$ cat src/rtl/core/sid_pkg.sv
`default_nettype none
package sid_pkg;

  // sizing
  localparam int DEPTH       = 64;
  localparam int VALUE_WIDTH = 32;
  localparam int CMD_W       = 2;
  localparam int ELEM_W      = 32;
  localparam int POS_W       = 6;
  localparam int STAT_W      = 2;
  localparam int CNT_W       = $clog2(DEPTH + 1);

  // command codes
  localparam logic [CMD_W-1:0] CMD_FRONT  = 2'd0;
  localparam logic [CMD_W-1:0] CMD_BACK   = 2'd1;
  localparam logic [CMD_W-1:0] CMD_DELETE = 2'd2;
  localparam logic [CMD_W-1:0] CMD_BAD    = 2'd3;

  // status codes
  localparam logic [STAT_W-1:0] ST_OK    = 2'd0;
  localparam logic [STAT_W-1:0] ST_RANGE = 2'd1;
  localparam logic [STAT_W-1:0] ST_FULL  = 2'd2;
  localparam logic [STAT_W-1:0] ST_BAD   = 2'd3;

  // cell operations
  localparam int OP_W = 3;
  localparam logic [OP_W-1:0] OP_HOLD   = 3'd0;
  localparam logic [OP_W-1:0] OP_FRONT  = 3'd1;
  localparam logic [OP_W-1:0] OP_APPEND = 3'd2;
  localparam logic [OP_W-1:0] OP_DELETE = 3'd3;
  localparam logic [OP_W-1:0] OP_ROTATE = 3'd4;

  typedef logic signed [VALUE_WIDTH-1:0] value_t;

  // broadcast to every cell in the row
  typedef struct packed {
    logic [OP_W-1:0]  op;
    value_t           val;
    logic [CNT_W-1:0] pos;
    logic [CNT_W-1:0] cnt;
  } ctrl_t;

endpackage
`default_nettype wire

$ cat src/rtl/core/sid_cell.sv
`default_nettype none
module sid_cell (
  input  wire logic                    clk,
  input  wire logic [sid_pkg::CNT_W-1:0] idx,
  input  wire sid_pkg::ctrl_t          ctrl,
  input  wire sid_pkg::value_t         left_val,
  input  wire sid_pkg::value_t         right_val,
  input  wire sid_pkg::value_t         head_val,
  output sid_pkg::value_t              val
);
  import sid_pkg::*;

  value_t           val_next;
  logic [CNT_W-1:0] tail_idx;

  assign tail_idx = ctrl.cnt - CNT_W'(1);

  always_comb begin
    val_next = val;
    case (ctrl.op)
      OP_FRONT: begin
        val_next = (idx == '0) ? ctrl.val : left_val;
      end
      OP_APPEND: begin
        if (idx == ctrl.cnt) val_next = ctrl.val;
      end
      OP_DELETE: begin
        if (idx >= ctrl.pos) val_next = right_val;
      end
      OP_ROTATE: begin
        // head wraps around to the tail slot
        if (idx == tail_idx) val_next = head_val;
        else if (idx < tail_idx) val_next = right_val;
      end
      default: val_next = val;
    endcase
  end

  always_ff @(posedge clk) begin
    val <= val_next;
  end

endmodule
`default_nettype wire

$ cat config.mk
export PLATFORM = sky130hd
export DESIGN_NAME = sid_cell
export DESIGN_NICKNAME = d
export VERILOG_FILES = /design/src/rtl/core/sid_pkg.sv /design/src/rtl/core/sid_cell.sv
export SDC_FILE = /design/constraint.sdc
export NUM_CORES = 1
export LEC_CHECK = 0
export ABC_AREA = 1
export BUFFER_PORTS_ARGS = -buffer_cell sky130_fd_sc_hd__buf_2
export CAP_MARGIN = 30
export CORE_MARGIN = 5
export CORE_UTILIZATION = 48
export DETAILED_ROUTE_END_ITERATION = 8
export PLACE_DENSITY_LB_ADDON = 0.3
export SYNTH_ARGS = -nofsm -noshare
export SYNTH_HDL_FRONTEND = slang
export SYNTH_SLANG_ARGS = --single-unit
$ cat constraint.sdc
create_clock -name clk -period 3.75 [get_ports clk]
set_input_delay 0.1875 -clock clk [delete_from_list [all_inputs] [get_ports clk]]
set_output_delay 0.1875 -clock clk [all_outputs]
set_load 0.03 [all_outputs]
==> metrics.txt <==
CORE AREA=7810 sq um; Required @ worst endpoint=3710 ps; Int Pwr=between 800 and 900 uW; switching share of power=0.362; CP Max Fanout=21; Total Nets Final=840; Clock Path Buffers=2; Syn Inst Count=around 500; master of the slowest instance on the critical path=buf_4; share of cells above drive strength 1=0.456; Congestion Overflow GR=0; Ant. Diodes=0; final hold slack=222 ps; DR vias/cell=approximately 5.2; final hold vios=0; DRT Pass-1 Iters=5; Yosys top cell by area=edfxtp_1; static leakage=approximately 0.0026 uW; VDD IR max=0.150 mV; max reg flops=32; Yosys cell types=31; Tmin final=2440 ps; Arrival @ worst endpoint=2410 ps; vias=4,017; Post-synth top flop=edfxtp_1; cell row count=32; post-cts sizing count=0; TritonCTS Buffers=5; async set-reset flop share out of synthesis=0; Die Height=99.8 microns; buffer count from post-CTS setup fixing=0; syn_nets=approximately 670; Relative slew margins=0.354; crit-path max cell delay=360 ps; Sink Count=32; initial antenna violation count=0; post-synthesis register bit count=32; io pins=185; DIE AREA=roughly 10000 sq um; htree depth=2; area share of the largest cell type after synthesis=0.248; DR iter-0 viols=199; worst hold start=right_val[16]; startpoint types=input port; worst hold path stage count=3; Clock Pin Slew Worst Setup and Hold Paths=70 ps; Global Route Usage Sum=0.231; Worst Setup End Kind=flip-flop; top cells by area, synth=edfxtp_1, nand3_2, nand2_1; Routed Wire Length=11,700 microns; commonest cells in the netlist=nand2_1, inv_1, nand3_2; RSZ-0062 raised after global routing=false; largest net degree at the start of global routing=34; Max Freq=between 0.4 and 0.5 GHz; HPWL after detailed placement=9060 microns; Seq/Total Area, Yosys=0.248; Tightest Hold Check Type=in -> reg; slew at the pin with the worst max-slew slack=966 ps; PwrDens=271 nW/um^2; hold-fix buffers at CTS=0; clock power share=0.241; fin crit share=0.651; Reg with most FFs=val; Max-Cap Viols=0; final setup fails=0; NetSw=481 uW; EDFF count, synth=32; Final TNS setup=0 ps; DRC=0; PortBufs=~180; count leader, synth=nand2_1; synthesized area per cell=7.77 sq um; clk root buf=clkbuf_8; CP Launch Point=ctrl[0]; Ys Warns=0; first-pass GRT wire length=18,700 microns; mapped cell area=between 3000 and 4000 sq um; Routed Antenna Nets=0; logic gate share of total power=0.399; status=finished, final reports clean; CP cell instances=buf_2 > inv_1 > ha_1 > nand2_1 > nor3_1 > xnor2_1 > ha_1 > nand2_1 > a21oi_1 > nor2_1 > nand2_1 > nand2_1 > nand2_1 > nor2_4 > buf_4; WL per Instance=roughly 15 microns; initial core utilization=0.495; Crit Path Class=in -> reg; Final Max Slew Viols=0; Area Overhead vs Synth=27.2%; Die X=99.8 microns; Final Wtd Congestion=0.900; Fillers=712; CP dominant cell by count=nand2_1; vias in the first global route=approximately 4,000; Largest regs=val (32); CTS tree=built; sequential power share=0.361
metal layers:
metal,up-vias,GRT usage,part of all wire
met5,-,0,0
met4,0,0.0630,0.014
met3,16,0.0449,0.087
met2,180,0.408,0.50
met1,1826,0.285,0.40
li1,1995,-,-
per-stage QoR:
step	utilization	total power (uW)	setup slack (ps)	std cells	instance area, sq um
3_3_place_gp	0.613	1010	1070	766	4790
2_1_floorplan	-	822	442	498	3870
4_1_cts	0.630	1340	1280	775	4920
5_1_grt	0.630	1400	1050	775	4920
3_5_place_dp	0.617	1020	978	767	4810
6_report	0.630	1330	1310	775	4920
final timing paths:
check	endpoint	slack [ps]
setup / recovery	val[1]	1310
hold / removal	val[16]	220
layout make-up:
cell class | instances | area [sq um] | area share
well taps | 102 | 128 | 0.0259
clock inverters | 3 | 37.5 | 0.00763
inverters | 91 | 342 | 0.0694
flip-flops and latches | 32 | 961 | 0.195
clock buffers | 5 | 68.8 | 0.0140
repair buffers | 194 | 1020 | 0.207
multi-input cells | 348 | 2370 | 0.481
cell usage in the layout, fill, tap and decap left out, types with 15 or more instances in the layout:
master	count
or2_2	22
nand2_1	98
buf_2	184
inv_1	84
ha_1	15
edfxtp_1	32
nand3b_1	33
a22oi_1	22
nand3_1	39
nand3_2	60
cell families after synthesis:
group	Yosys count	share of synthesized area
buffers and inverters	118	0.141
AND/OR/NAND/NOR	283	0.457
flip-flops	32	0.248
adder cells (fa/ha/maj)	15	0.0485
AO/OA/AOI/OAI	44	0.0912
XOR/XNOR	6	0.0136
worst max-delay path: cells and delay by family:
family | cells | cell delay [ps]
AOI/OAI and AO/OA | 1 | 60
xor gates and xnor gates | 1 | 150
adders and majority gates | 2 | 460
buffers and inverters | 3 | 530
and+or+nand+nor | 8 | 1000
power by group through the flow:
stage | clock (uW) | sequential [uW] | combinational [uW]
floorplan | 0 | 593 | 229
global placement | 0 | 487 | 523
detailed placement | 0 | 488 | 532
CTS | 328 | 480 | 534
global route | 340 | 483 | 580
finish | 320 | 480 | 531
Note: power is estimated with default switching activity, not from simulation.
